===== src/hw/rtl/mcnar_pkg.sv =====
// Package: shared constants and types of the min-cost colouring block
package mcnar_pkg;

    localparam int MAX_COLORS_DEF  = 16;
    localparam int COST_WIDTH_DEF  = 16;
    localparam int TOTAL_WIDTH_DEF = 32;

    localparam int OUT_W = 32;
    localparam logic [OUT_W-1:0] OUT_MAX = '1;

    // colour count register
    localparam int NUM_COLORS_W = 5;
    localparam logic [NUM_COLORS_W-1:0] NUM_COLORS_RESET = 5'd3;

    // colour counts compared at this width; MAX_COLORS is at most 256
    localparam int K_W = 9;

    // APB register map
    localparam int APB_ADDR_W = 3;
    localparam int APB_DATA_W = 32;
    localparam int REG_IDX_W  = 1;
    localparam logic [REG_IDX_W-1:0] REG_NUM_COLORS = 1'b0;

    // depth of the queue between front and back
    localparam int QUEUE_DEPTH = 2;

    typedef struct packed {
        logic first_row;
        logic end_row;
        logic emit;
        logic ok;
    } item_ctrl_t;

endpackage


===== src/hw/rtl/mcnar_front.sv =====
// Front end: accepts cost items, tracks colour position and row boundaries
module mcnar_front #(
    parameter int MAX_COLORS = mcnar_pkg::MAX_COLORS_DEF,
    parameter int COST_WIDTH = mcnar_pkg::COST_WIDTH_DEF
) (
    input  logic                                clk,
    input  logic                                rst_n,
    input  logic                                push,
    output logic                                full,
    input  logic [COST_WIDTH-1:0]               cost,
    input  logic                                last_house,
    input  logic [mcnar_pkg::NUM_COLORS_W-1:0]  num_colors,
    output logic                                q_push,
    input  logic                                q_full,
    output logic [COST_WIDTH-1:0]               q_cost,
    output logic [$clog2(MAX_COLORS)-1:0]       q_color,
    output mcnar_pkg::item_ctrl_t               q_ctrl
);

    localparam int CIW = $clog2(MAX_COLORS);
    localparam logic [mcnar_pkg::K_W-1:0] MAX_K = mcnar_pkg::K_W'(MAX_COLORS);

    logic [CIW-1:0]              color_index_reg;
    logic [CIW-1:0]              color_index_next;
    logic                        first_row_reg;
    logic                        first_row_next;
    logic [mcnar_pkg::K_W-1:0]   nc_ext;
    logic [mcnar_pkg::K_W-1:0]   k_eff;
    logic [mcnar_pkg::K_W-1:0]   idx_plus;
    logic                        end_row;

    assign nc_ext   = mcnar_pkg::K_W'(num_colors);
    assign k_eff    = (nc_ext == '0) ? mcnar_pkg::K_W'(1)
                    : ((nc_ext > MAX_K) ? MAX_K : nc_ext);
    assign idx_plus = mcnar_pkg::K_W'(color_index_reg) + mcnar_pkg::K_W'(1);
    assign end_row  = (idx_plus >= k_eff);

    assign full   = q_full;
    assign q_push = push && !q_full;
    assign q_cost = cost;
    assign q_color = color_index_reg;

    always_comb
    begin
        q_ctrl.first_row = first_row_reg;
        q_ctrl.end_row   = end_row;
        q_ctrl.emit      = end_row && last_house;
        q_ctrl.ok        = (k_eff >= mcnar_pkg::K_W'(2)) || first_row_reg;
    end

    always_comb
    begin
        color_index_next = color_index_reg;
        first_row_next   = first_row_reg;
        if (q_push)
        begin
            if (end_row)
            begin
                color_index_next = '0;
                first_row_next   = last_house;
            end
            else
            begin
                color_index_next = color_index_reg + CIW'(1);
            end
        end
    end

    always_ff @(posedge clk or negedge rst_n)
    begin
        if (!rst_n)
        begin
            color_index_reg <= '0;
            first_row_reg   <= 1'b1;
        end
        else
        begin
            color_index_reg <= color_index_next;
            first_row_reg   <= first_row_next;
        end
    end

endmodule


===== src/hw/rtl/mcnar_queue.sv =====
// Short register queue between front and back ends
module mcnar_queue #(
    parameter int WIDTH = 8,
    parameter int DEPTH = mcnar_pkg::QUEUE_DEPTH
) (
    input  logic             clk,
    input  logic             rst_n,
    input  logic             wr_en,
    input  logic [WIDTH-1:0] wr_data,
    output logic             full,
    input  logic             rd_en,
    output logic [WIDTH-1:0] rd_data,
    output logic             empty
);

    localparam int PW = (DEPTH > 1) ? $clog2(DEPTH) : 1;
    localparam int CW = $clog2(DEPTH + 1);

    logic [WIDTH-1:0] mem_reg [DEPTH];
    logic [PW-1:0]    wr_ptr_reg;
    logic [PW-1:0]    wr_ptr_next;
    logic [PW-1:0]    rd_ptr_reg;
    logic [PW-1:0]    rd_ptr_next;
    logic [CW-1:0]    count_reg;
    logic [CW-1:0]    count_next;
    logic             do_wr;
    logic             do_rd;

    assign full    = (count_reg == CW'(DEPTH));
    assign empty   = (count_reg == '0);
    assign do_wr   = wr_en && !full;
    assign do_rd   = rd_en && !empty;
    assign rd_data = mem_reg[rd_ptr_reg];

    always_comb
    begin
        wr_ptr_next = wr_ptr_reg;
        rd_ptr_next = rd_ptr_reg;
        count_next  = count_reg;
        if (do_wr)
        begin
            wr_ptr_next = (wr_ptr_reg == PW'(DEPTH - 1)) ? '0 : wr_ptr_reg + PW'(1);
        end
        if (do_rd)
        begin
            rd_ptr_next = (rd_ptr_reg == PW'(DEPTH - 1)) ? '0 : rd_ptr_reg + PW'(1);
        end
        if (do_wr && !do_rd)
        begin
            count_next = count_reg + CW'(1);
        end
        else if (do_rd && !do_wr)
        begin
            count_next = count_reg - CW'(1);
        end
    end

    always_ff @(posedge clk)
    begin
        if (do_wr)
        begin
            mem_reg[wr_ptr_reg] <= wr_data;
        end
    end

    always_ff @(posedge clk or negedge rst_n)
    begin
        if (!rst_n)
        begin
            wr_ptr_reg <= '0;
            rd_ptr_reg <= '0;
            count_reg  <= '0;
        end
        else
        begin
            wr_ptr_reg <= wr_ptr_next;
            rd_ptr_reg <= rd_ptr_next;
            count_reg  <= count_next;
        end
    end

endmodule


===== src/hw/rtl/mcnar_back.sv =====
// Back end: row DP update with best/second-best totals and result register
module mcnar_back #(
    parameter int MAX_COLORS  = mcnar_pkg::MAX_COLORS_DEF,
    parameter int COST_WIDTH  = mcnar_pkg::COST_WIDTH_DEF,
    parameter int TOTAL_WIDTH = mcnar_pkg::TOTAL_WIDTH_DEF
) (
    input  logic                            clk,
    input  logic                            rst_n,
    input  logic                            q_empty,
    output logic                            q_pop,
    input  logic [COST_WIDTH-1:0]           q_cost,
    input  logic [$clog2(MAX_COLORS)-1:0]   q_color,
    input  mcnar_pkg::item_ctrl_t           q_ctrl,
    output logic                            empty,
    input  logic                            pop,
    output logic [mcnar_pkg::OUT_W-1:0]     min_total,
    output logic                            feasible
);

    localparam int CIW   = $clog2(MAX_COLORS);
    localparam int TW    = TOTAL_WIDTH;
    localparam int SUM_W = ((COST_WIDTH > TW) ? COST_WIDTH : TW) + 1;
    localparam int OW    = (TW > mcnar_pkg::OUT_W) ? TW : mcnar_pkg::OUT_W;
    localparam logic [TW-1:0]    TOTAL_MAX = '1;
    localparam logic [SUM_W-1:0] MAX_EXT   = SUM_W'(TOTAL_MAX);
    localparam logic [OW-1:0]    OUT_EXT   = OW'(mcnar_pkg::OUT_MAX);

    logic [TW-1:0]  prev_best_reg;
    logic [TW-1:0]  prev_second_reg;
    logic [CIW-1:0] prev_best_color_reg;
    logic [TW-1:0]  cur_best_reg;
    logic [TW-1:0]  cur_second_reg;
    logic [CIW-1:0] cur_best_color_reg;
    logic [TW-1:0]  prev_best_next;
    logic [TW-1:0]  prev_second_next;
    logic [CIW-1:0] prev_best_color_next;
    logic [TW-1:0]  cur_best_next;
    logic [TW-1:0]  cur_second_next;
    logic [CIW-1:0] cur_best_color_next;

    logic                        out_valid_reg;
    logic                        out_valid_next;
    logic [mcnar_pkg::OUT_W-1:0] min_total_reg;
    logic                        feasible_reg;

    logic [TW-1:0]    pick;
    logic [SUM_W-1:0] cost_ext;
    logic [SUM_W-1:0] sum;
    logic [TW-1:0]    total;
    logic [TW-1:0]    nb;
    logic [TW-1:0]    ns;
    logic [CIW-1:0]   nc;
    logic [TW-1:0]    res_total;
    logic [OW-1:0]    res_ext;
    logic             out_free;
    logic             step;
    logic             load_out;

    assign out_free = !out_valid_reg || pop;
    assign step     = !q_empty && (!q_ctrl.emit || out_free);
    assign q_pop    = step;
    assign load_out = step && q_ctrl.emit;

    assign pick     = (q_color == prev_best_color_reg) ? prev_second_reg : prev_best_reg;
    assign cost_ext = SUM_W'(q_cost);
    assign sum      = SUM_W'(pick) + cost_ext;

    always_comb
    begin
        if (q_ctrl.first_row)
        begin
            total = (cost_ext >= MAX_EXT) ? TOTAL_MAX : TW'(cost_ext);
        end
        else
        begin
            total = (sum >= MAX_EXT) ? TOTAL_MAX : sum[TW-1:0];
        end
    end

    always_comb
    begin
        nb = cur_best_reg;
        ns = cur_second_reg;
        nc = cur_best_color_reg;
        if (total < cur_best_reg)
        begin
            nb = total;
            ns = cur_best_reg;
            nc = q_color;
        end
        else if (total < cur_second_reg)
        begin
            ns = total;
        end
    end

    assign res_total = q_ctrl.ok ? nb : TOTAL_MAX;
    assign res_ext   = OW'(res_total);

    always_comb
    begin
        prev_best_next       = prev_best_reg;
        prev_second_next     = prev_second_reg;
        prev_best_color_next = prev_best_color_reg;
        cur_best_next        = cur_best_reg;
        cur_second_next      = cur_second_reg;
        cur_best_color_next  = cur_best_color_reg;
        if (step)
        begin
            if (q_ctrl.end_row)
            begin
                cur_best_next       = TOTAL_MAX;
                cur_second_next     = TOTAL_MAX;
                cur_best_color_next = '0;
                if (q_ctrl.emit)
                begin
                    prev_best_next       = TOTAL_MAX;
                    prev_second_next     = TOTAL_MAX;
                    prev_best_color_next = '0;
                end
                else
                begin
                    prev_best_next       = nb;
                    prev_second_next     = ns;
                    prev_best_color_next = nc;
                end
            end
            else
            begin
                cur_best_next       = nb;
                cur_second_next     = ns;
                cur_best_color_next = nc;
            end
        end
    end

    always_comb
    begin
        out_valid_next = out_valid_reg;
        if (load_out)
        begin
            out_valid_next = 1'b1;
        end
        else if (pop && out_valid_reg)
        begin
            out_valid_next = 1'b0;
        end
    end

    always_ff @(posedge clk or negedge rst_n)
    begin
        if (!rst_n)
        begin
            prev_best_reg       <= TOTAL_MAX;
            prev_second_reg     <= TOTAL_MAX;
            prev_best_color_reg <= '0;
            cur_best_reg        <= TOTAL_MAX;
            cur_second_reg      <= TOTAL_MAX;
            cur_best_color_reg  <= '0;
            out_valid_reg       <= 1'b0;
        end
        else
        begin
            prev_best_reg       <= prev_best_next;
            prev_second_reg     <= prev_second_next;
            prev_best_color_reg <= prev_best_color_next;
            cur_best_reg        <= cur_best_next;
            cur_second_reg      <= cur_second_next;
            cur_best_color_reg  <= cur_best_color_next;
            out_valid_reg       <= out_valid_next;
        end
    end

    always_ff @(posedge clk)
    begin
        if (load_out)
        begin
            min_total_reg <= (res_ext > OUT_EXT) ? mcnar_pkg::OUT_MAX
                                                 : res_ext[mcnar_pkg::OUT_W-1:0];
            feasible_reg  <= q_ctrl.ok;
        end
    end

    assign empty     = !out_valid_reg;
    assign min_total = min_total_reg;
    assign feasible  = feasible_reg;

endmodule


===== src/hw/rtl/min_cost_no_adjacent_repeat.sv =====
// Top level: minimum-cost colouring of a row of houses, no two neighbours alike
//
// Costs enter one per transaction on the push/full side, colours 0..k-1 in order
// with k = num_colors clamped to 1..MAX_COLORS, row after row; last_house marks
// the items of the final row. After its last colour one result transaction
// appears on the empty/pop side: min_total (saturated) and feasible.
// num_colors is written over the APB port (address 0, reset value 3); the user
// must write it only while idle; the block itself does no check of this.
// Throughput: one cost per cycle unless a stalled receiver holds the result
// register; each item needs the back end's add/compare/min update before the next.
// A two-entry queue separates the front end from the back end; when the
// result register is held by a stalled receiver only a row-ending final
// item waits, and full rises once the queue fills behind it.
// Reset empties the queue and result register and starts a new matrix.
module min_cost_no_adjacent_repeat #(
    parameter int MAX_COLORS  = mcnar_pkg::MAX_COLORS_DEF,
    parameter int COST_WIDTH  = mcnar_pkg::COST_WIDTH_DEF,
    parameter int TOTAL_WIDTH = mcnar_pkg::TOTAL_WIDTH_DEF
) (
    input  logic                              clk,
    input  logic                              rst_n,
    input  logic                              push,
    output logic                              full,
    input  logic [COST_WIDTH-1:0]             cost,
    input  logic                              last_house,
    output logic                              empty,
    input  logic                              pop,
    output logic [mcnar_pkg::OUT_W-1:0]       min_total,
    output logic                              feasible,
    input  logic                              psel,
    input  logic                              penable,
    input  logic                              pwrite,
    input  logic [mcnar_pkg::APB_ADDR_W-1:0]  paddr,
    input  logic [mcnar_pkg::APB_DATA_W-1:0]  pwdata,
    output logic [mcnar_pkg::APB_DATA_W-1:0]  prdata,
    output logic                              pready
);

    localparam int CIW    = $clog2(MAX_COLORS);
    localparam int CTRL_W = $bits(mcnar_pkg::item_ctrl_t);
    localparam int QW     = CTRL_W + CIW + COST_WIDTH;

    logic [mcnar_pkg::NUM_COLORS_W-1:0] num_colors_reg;
    logic [mcnar_pkg::REG_IDX_W-1:0]    reg_idx;
    logic                               cfg_wr;

    logic                       q_push;
    logic                       q_full;
    logic [COST_WIDTH-1:0]      f_cost;
    logic [CIW-1:0]             f_color;
    mcnar_pkg::item_ctrl_t      f_ctrl;
    logic [QW-1:0]              q_rd_data;
    logic                       q_empty;
    logic                       q_pop;
    logic [COST_WIDTH-1:0]      b_cost;
    logic [CIW-1:0]             b_color;
    mcnar_pkg::item_ctrl_t      b_ctrl;

    assign reg_idx = paddr[mcnar_pkg::APB_ADDR_W-1:2];
    assign cfg_wr  = psel && penable && pwrite && (reg_idx == mcnar_pkg::REG_NUM_COLORS);
    assign pready  = 1'b1;
    assign prdata  = (reg_idx == mcnar_pkg::REG_NUM_COLORS)
                   ? mcnar_pkg::APB_DATA_W'(num_colors_reg) : '0;

    always_ff @(posedge clk or negedge rst_n)
    begin
        if (!rst_n)
        begin
            num_colors_reg <= mcnar_pkg::NUM_COLORS_RESET;
        end
        else if (cfg_wr)
        begin
            num_colors_reg <= pwdata[mcnar_pkg::NUM_COLORS_W-1:0];
        end
    end

    mcnar_front #(
        .MAX_COLORS (MAX_COLORS),
        .COST_WIDTH (COST_WIDTH)
    ) u_front (
        .clk        (clk),
        .rst_n      (rst_n),
        .push       (push),
        .full       (full),
        .cost       (cost),
        .last_house (last_house),
        .num_colors (num_colors_reg),
        .q_push     (q_push),
        .q_full     (q_full),
        .q_cost     (f_cost),
        .q_color    (f_color),
        .q_ctrl     (f_ctrl)
    );

    mcnar_queue #(
        .WIDTH (QW),
        .DEPTH (mcnar_pkg::QUEUE_DEPTH)
    ) u_queue (
        .clk     (clk),
        .rst_n   (rst_n),
        .wr_en   (q_push),
        .wr_data ({f_ctrl, f_color, f_cost}),
        .full    (q_full),
        .rd_en   (q_pop),
        .rd_data (q_rd_data),
        .empty   (q_empty)
    );

    assign b_cost  = q_rd_data[COST_WIDTH-1:0];
    assign b_color = q_rd_data[COST_WIDTH+CIW-1:COST_WIDTH];
    assign b_ctrl  = mcnar_pkg::item_ctrl_t'(q_rd_data[QW-1:COST_WIDTH+CIW]);

    mcnar_back #(
        .MAX_COLORS  (MAX_COLORS),
        .COST_WIDTH  (COST_WIDTH),
        .TOTAL_WIDTH (TOTAL_WIDTH)
    ) u_back (
        .clk       (clk),
        .rst_n     (rst_n),
        .q_empty   (q_empty),
        .q_pop     (q_pop),
        .q_cost    (b_cost),
        .q_color   (b_color),
        .q_ctrl    (b_ctrl),
        .empty     (empty),
        .pop       (pop),
        .min_total (min_total),
        .feasible  (feasible)
    );

endmodule


===== config.mk =====
export PLATFORM = sky130hd
export DESIGN_NAME = min_cost_no_adjacent_repeat
export DESIGN_NICKNAME = d
export VERILOG_FILES = /design/src/hw/rtl/mcnar_pkg.sv /design/src/hw/rtl/mcnar_front.sv /design/src/hw/rtl/mcnar_queue.sv /design/src/hw/rtl/mcnar_back.sv /design/src/hw/rtl/min_cost_no_adjacent_repeat.sv
export SDC_FILE = /design/constraint.sdc
export NUM_CORES = 1
export LEC_CHECK = 0
export BUFFER_PORTS_ARGS = -buffer_cell sky130_fd_sc_hd__buf_2
export CORE_MARGIN = 4
export CORE_UTILIZATION = 30
export DETAILED_ROUTE_END_ITERATION = 8
export PLACE_DENSITY = 0.56
export SYNTH_ARGS = -nofsm -noshare
export SYNTH_HDL_FRONTEND = slang
export SYNTH_SLANG_ARGS = --single-unit
export TNS_END_PERCENT = 50

===== constraint.sdc =====
create_clock -name clk -period 7.8 [get_ports clk]
set_input_delay 1.17 -clock clk [delete_from_list [all_inputs] [get_ports clk]]
set_output_delay 1.17 -clock clk [all_outputs]
set_load 0.05 [all_outputs]

## Yosys cells after proc, flatten, opt, wreduce, memory -nomap -nowiden

Memories as Yosys holds them, arrays and structs flattened.
Cells that the tools add are included.

- Register bits: 184
- Memory bits (writable): 48
- Word-level logic and storage cells: 88
- Memories kept: 1

Memories:

| name | words | bits a word | rd ports | clocked after memory_dff | wr ports | RTL line | RTL |
|---|---|---|---|---|---|---|---|
| u_queue.mem_reg | 2 | 24 | 1 | 0 | 1 | mcnar_queue.sv:19 | `logic [WIDTH-1:0] mem_reg [DEPTH];` |

- Add/sub/neg operators: 7
- Order comparisons: 8
- Equal/unequal tests: 2
- Multiplexer cells: 27
- Bitwise logic cells: 1
- Reductions and logical operators: 27

Operators with widths:

| operator | number |
|---|---|
| 32-bit two-way mux | 12 |
| 32-bit < comparator | 2 |
| 32-bit by 16-bit adder with 33-bit output | 1 |
| 33-bit by 32-bit greater-or-equal comparator with 1-bit output (second input constant) | 1 |
| 16-bit by 32-bit greater-or-equal comparator with 1-bit output (second input constant) | 1 |
| 32-bit greater-than comparator (second input constant) | 1 |
| 4-bit two-way mux | 4 |
| 1-bit logical AND | 12 |
| 5-bit two-way mux | 2 |
| 9-bit by 2-bit greater-or-equal comparator with 1-bit output (second input constant) | 1 |
| 9-bit greater-or-equal comparator | 1 |
| 9-bit zero test | 1 |
| 9-bit two-way mux | 1 |
| 1-bit zero test | 6 |
| 1-bit two-way mux | 6 |
| 4-bit by 1-bit adder with 5-bit output (second input constant) | 1 |
| 5-bit greater-than comparator (second input constant) | 1 |
| 4-bit by 1-bit adder with 4-bit output (second input constant) | 1 |
| 4-bit == test | 1 |
| 2-bit two-way mux | 2 |
| 2-bit AND reduction | 2 |
| 2-bit nonzero test | 2 |
| 1-bit logical OR | 3 |
| 1-bit adder (second input constant) | 2 |
| other kinds (5) | 5 |

## Logic depth before layout (Yosys ltp)

An unclocked memory read counts as a cell.

- Word-level depth: 11
- Depth in mapped cells: 35

## Cells and area by module

A second synthesis with hierarchy kept.

- Cell total of the unflattened synthesis: 1419
- Area, all modules: 14538.9 µm²

By module, submodules not included:

| module | instances | cells an instance | area an instance (µm²) | seq. area each (µm²) |
|---|---|---|---|---|
| mcnar_back | 1 | 1213 | 11464.7 | 4579.4 |
| mcnar_queue | 1 | 94 | 2030.7 | 1541.5 |
| mcnar_front | 1 | 66 | 574.3 | 126.4 |
| min_cost_no_adjacent_repeat | 1 | 46 | 469.2 | 127.6 |

## Least setup slack after synthesis

Ideal clock, no wire load.

- Kind: register to register
- Start: reg u_queue.rd_ptr_reg
- End: reg u_back.min_total_reg, in the netlist u_back.min_total[24] (data pin)
- Library setup time: 0.268 ns
- Arrival: 8.024 ns
- Required time: 7.532 ns
- Setup slack: -0.491 ns
- Cell stages (with the launch flop): 36
- Path buffers: 11
- Cell sequence: dfrtp_1 buf_6 mux2_4 xor2_1 nor4_4 buf_6 buf_6 buf_2 buf_2 buf_1 mux2_2 ha_1 clkbuf_1 a22oi_1 a32oi_1 a21oi_1 o21ai_1 nand3_1 nand2_1 clkbuf_1 nor2_1 nor2_1 ha_1 a21o_1 a21o_1 a21o_1 a21oi_1 o21ai_0 a221o_1 a21oi_1 and2_1 buf_4 buf_6 buf_6 mux2i_1 nand2_1

- Longest elaborated chain between the ends: 11
- Elaborated cells on any way between the ends: 13
- Classes of those cells: add/sub: 1; order compare: 4; eq/ne: 1; mux: 6; memory: 1

Ends and longest elaborated chain:

| what | RTL line | RTL |
|---|---|---|
| start, declared | mcnar_queue.sv:22 | `logic [PW-1:0] rd_ptr_reg;` |
| start signal, assigned | mcnar_queue.sv:77 | `rd_ptr_reg <= rd_ptr_next;` |
| memory 2 x 24 bit * | n/a |  |
| 4-bit == test | mcnar_back.sv:64 | `assign pick = (q_color == prev_best_color_reg) ? prev_second_reg : prev_best_reg;` |
| 32-bit two-way mux | mcnar_back.sv:64 |  |
| 32-bit by 16-bit adder with 33-bit output | mcnar_back.sv:66 | `assign sum = SUM_W'(pick) + cost_ext;` |
| 33-bit by 32-bit greater-or-equal comparator with 1-bit output | mcnar_back.sv:76 | `total = (sum >= MAX_EXT) ? TOTAL_MAX : sum[TW-1:0];` |
| 32-bit two-way mux | mcnar_back.sv:76 |  |
| 32-bit two-way mux | mcnar_back.sv:70 | `if (q_ctrl.first_row)` |
| 32-bit < comparator | mcnar_back.sv:85 | `if (total < cur_best_reg)` |
| 32-bit two-way mux | mcnar_back.sv:85 |  |
| 32-bit two-way mux * | mcnar_back.sv:97 | `assign res_total = q_ctrl.ok ? nb : TOTAL_MAX;` |
| named net u_back.res_ext[24] | mcnar_back.sv:54 | `logic [OW-1:0] res_ext;` |
| 32-bit greater-than comparator | mcnar_back.sv:178 | `min_total_reg <= (res_ext > OUT_EXT) ? mcnar_pkg::OUT_MAX` |
| end signal, assigned | mcnar_back.sv:178 |  |
| end, declared | mcnar_back.sv:43 | `logic [mcnar_pkg::OUT_W-1:0] min_total_reg;` |

Mark *: on every way through the listed nets, which the timed path passes. The rest lies on a longest branch.
A chain may end at the register's enable or synchronous reset.

## Final worst setup path

- Start: reg u_queue.rd_ptr_reg
- End: reg u_back.cur_best_reg[28]

- Longest elaborated chain between the ends: 10
- Elaborated cells on any way between the ends: 15
- Classes of those cells: add/sub: 1; order compare: 3; eq/ne: 1; mux: 6; reduce/logical: 3; memory: 1

Ends and longest elaborated chain:

| what | RTL line | RTL |
|---|---|---|
| memory 2 x 24 bit * | n/a |  |
| 4-bit == test | mcnar_back.sv:64 |  |
| 32-bit two-way mux | mcnar_back.sv:64 |  |
| 32-bit by 16-bit adder with 33-bit output | mcnar_back.sv:66 |  |
| 33-bit by 32-bit greater-or-equal comparator with 1-bit output | mcnar_back.sv:76 |  |
| 32-bit two-way mux | mcnar_back.sv:76 |  |
| 32-bit two-way mux | mcnar_back.sv:70 |  |
| 32-bit < comparator | mcnar_back.sv:85 |  |
| 32-bit two-way mux | mcnar_back.sv:85 |  |
| 32-bit two-way mux | mcnar_back.sv:110 | `if (q_ctrl.end_row)` |
| end signal, assigned | mcnar_back.sv:167 | `cur_best_reg <= cur_best_next;` |
| end, declared | mcnar_back.sv:31 | `logic [TW-1:0] cur_best_reg;` |

Every way passes the cells marked *; elsewhere a longest branch is shown, timed or not.

==> metrics.cfg <==
[synth]
yosysMostFrequentCell = nor2_1
synth_top_family_by_area = compound AO/OA/AOI/OAI gates
synth_compound_area_frac = 0.175
ys_types = 73
synthArstFlopShare = 0.651
synth_edf_count = 81
syn_area_sq_um = 14400
ys_seq_area_frac = 0.442
ys_warn_count = 0
ys.flop_type = dfstp_2
synthMuxAreaShare = 0.0991
avgSynthCellArea_sq_um = 10.3
yosys.area.top_type = dfstp_2
ys_ff_latch = 232
ys_top_cells_by_count = nor2_1 (143), dfstp_2 (131), a21oi_1 (89), nand2_1 (89), ha_1 (87)
synthAdderAreaFrac = 0.0769
synth_xor_xnor_area_share = 0.0261
syn_inst = 1404
synth_top_area_frac = 0.239
synth-simple-area-share = 0.122
synth_area_leaders = dfstp_2 (24%), edfxtp_1 (17%), ha_1 (7.6%), mux2i_1 (4.9%), mux2_2 (4.8%)

[detailed_routing]
wire_per_inst_um = 20.4
ant_nets = 0
drt_iter0_markers = 902
vias_per_cell = 5.32
drt-pass1-iter-count = 5
vias = 11300
wl_mm = 43.2
drc = 0

[sta]
period_share = 0.953
rsz0062_at_grt = no
tns_ns = 0
tightest_slew_ns = 1.07
min_period_ns = 7.43
hold_viol = 0
max_slew_margin = 0.286
fin_skew_ns = 0.0172
slew_violations = 0
setup_viol = 0
fin_ws_ns = 0.368
fmax_ghz = 0.135

[clock_network]
cts_buffer_depth = 3
root_buffer = clkbuf_16
cts_hold_buf = 0
worst_setup_hold_path_clk_slew_ns = 0.06
cts_setup_buffers = 0
clkLatencyLatePin_ns = 0.56
htreeDepth = 1
cts_buffers = 28
cts_tree = yes
clock_sinks = 232
ctsResizeCount = 0

[setup_path]
endpoint_kind = register
slowest_delay_ns = 0.59
path_common_cell = a21o_1
crit_fanout = 23
criticalPathCategory = reg -> reg
cp.arrival_ns = 7.91
critPathLaunchType = register
worst_path_max_delay_cell = or3_1
worstPathRequired_ns = 8.28

[global_routing]
grt_antenna_before_repair = 2
grt_pass1_vias = 11400
grt_max_degree = 92
grt_pass1_wl_mm = 68.0
grt_overflow = 0
grt_usage = 0.166

[floorplan]
fp.dieW_um = 227
die-area_sq_um = 51600
rows = 80
io_pins = 127
die_h_um = 227
start_util = 0.303
core_area_sq_um = 47600

[place]
port_buffers = 69
place_congestion = 0.893
dp_hpwl_mm = 30.6
post-place-ws_ns = 0.365

[flow_run]
drv_cap = 0

[cells_and_area]
drive_gt1_frac = 0.266
syn_to_final_growth_pct = 14.8
nets = 1628
diodes = 0
largest_register_ffs = 48

[run_status]
run_status = finished, final reports clean

[min_path]
hold_path.class = reg -> reg

[critical path: cells and delay by family, from the launching register on]
family / cells / cell delay [ns]
multiplexers: 2 / 0.69
flip-flops: 1 / 0.46
AO/OA/AOI/OAI: 11 / 2.52
adder cells (fa/ha/maj): 2 / 0.60
XOR/XNOR: 1 / 0.17
AND/OR/NAND/NOR: 7 / 1.75
buffers and inverters: 4 / 1.11
[final cells by class]
| cell class | instances | area (sq um) |
|---|---|---|
| tap | 615 | 769 |
| inverter | 81 | 304 |
| clock inverter | 22 | 260 |
| timing repair buffer | 118 | 744 |
| fill | 4833 | 31100 |
| multi-input combinational | 1020 | 7370 |
| sequential | 232 | 6370 |
| clock buffer | 30 | 729 |
[path summary, 6_finish.rpt]
kind	from	end	slack, ns	depth (start not counted)
min in group asynchronous	rst_n	u_back.prev_best_color_reg[1]	0.73	1
worst max-delay path	u_queue.rd_ptr_reg	u_back.cur_best_reg[28]	0.37	27
worst max register to register	u_queue.rd_ptr_reg	u_back.cur_best_reg[28]	0.37	27
max in group asynchronous	rst_n	u_back.prev_second_reg[31]	5.74	2
worst min register to register	u_back.cur_best_reg[19]	u_back.cur_best_reg[19]	0.50	2
worst min-delay path	u_back.cur_best_reg[19]	u_back.cur_best_reg[19]	0.50	2
[metrics by stage]
stage,cell area [sq um],util,hold WS (ns),cells
floorplan,14500,-,0.461,1430
global placement,15500,0.326,0.482,2066
detailed placement,15500,0.326,0.484,2066
CTS,16500,0.347,0.502,2118
global route,16600,0.347,0.507,2118
finish,16600,0.347,0.501,2118
[metal layers]
metal  up-vias  GRT usage  part of all wire
met1      5580      0.242              0.48
met5         -          0           0.00060
li1       5283          -                 -
met3        66     0.0240             0.054
met2       331      0.259              0.44
met4         4     0.0463             0.026
[logic make-up after synthesis]
logic type | Yosys count
simple gates | 374
compound gates | 353
flops | 232
buf+inv | 178
mux | 134
fa+ha+maj | 88
xor+xnor | 43
other cells | 2
[cell usage in the layout, fill, tap and decap left out, types with 6 or more instances in the layout]
cell type / netlist / routed
mux2i_1: 70 / 69
a31oi_1: 10 / 10
a21o_1: 35 / 35
nand4_1: 28 / 28
xor2_1: 21 / 21
buf_2: 12 / 68
edfxtp_1: 81 / 81
nor2_1: 143 / 136
nor3_1: 23 / 22
nand2b_1: 7 / 7
and3_1: 13 / 12
o31ai_1: 11 / 11
nand3_1: 36 / 36
a221oi_1: 9 / 9
o221a_1: 8 / 8
clkbuf_16: 0 / 29
a2bb2oi_1: 23 / 23
conb_1: 2 / 28
nand2_1: 89 / 89
o21ai_0: 53 / 53
a211oi_1: 7 / 7
dfrtp_1: 20 / 20
a2111oi_0: 9 / 9
xnor2_1: 22 / 22
dfstp_2: 131 / 131
inv_1: 80 / 80
a221oi_2: 10 / 10
o211ai_1: 22 / 22
clkinvlp_4: 0 / 6
mux2_2: 62 / 62
nor2b_1: 10 / 10
a22oi_1: 21 / 21
a21oi_1: 89 / 86
buf_4: 30 / 47
ha_1: 87 / 87
o21a_1: 6 / 6
Power is not shown: default switching activity piles up to over one toggle a cycle in this logic, so the estimate is an artifact.
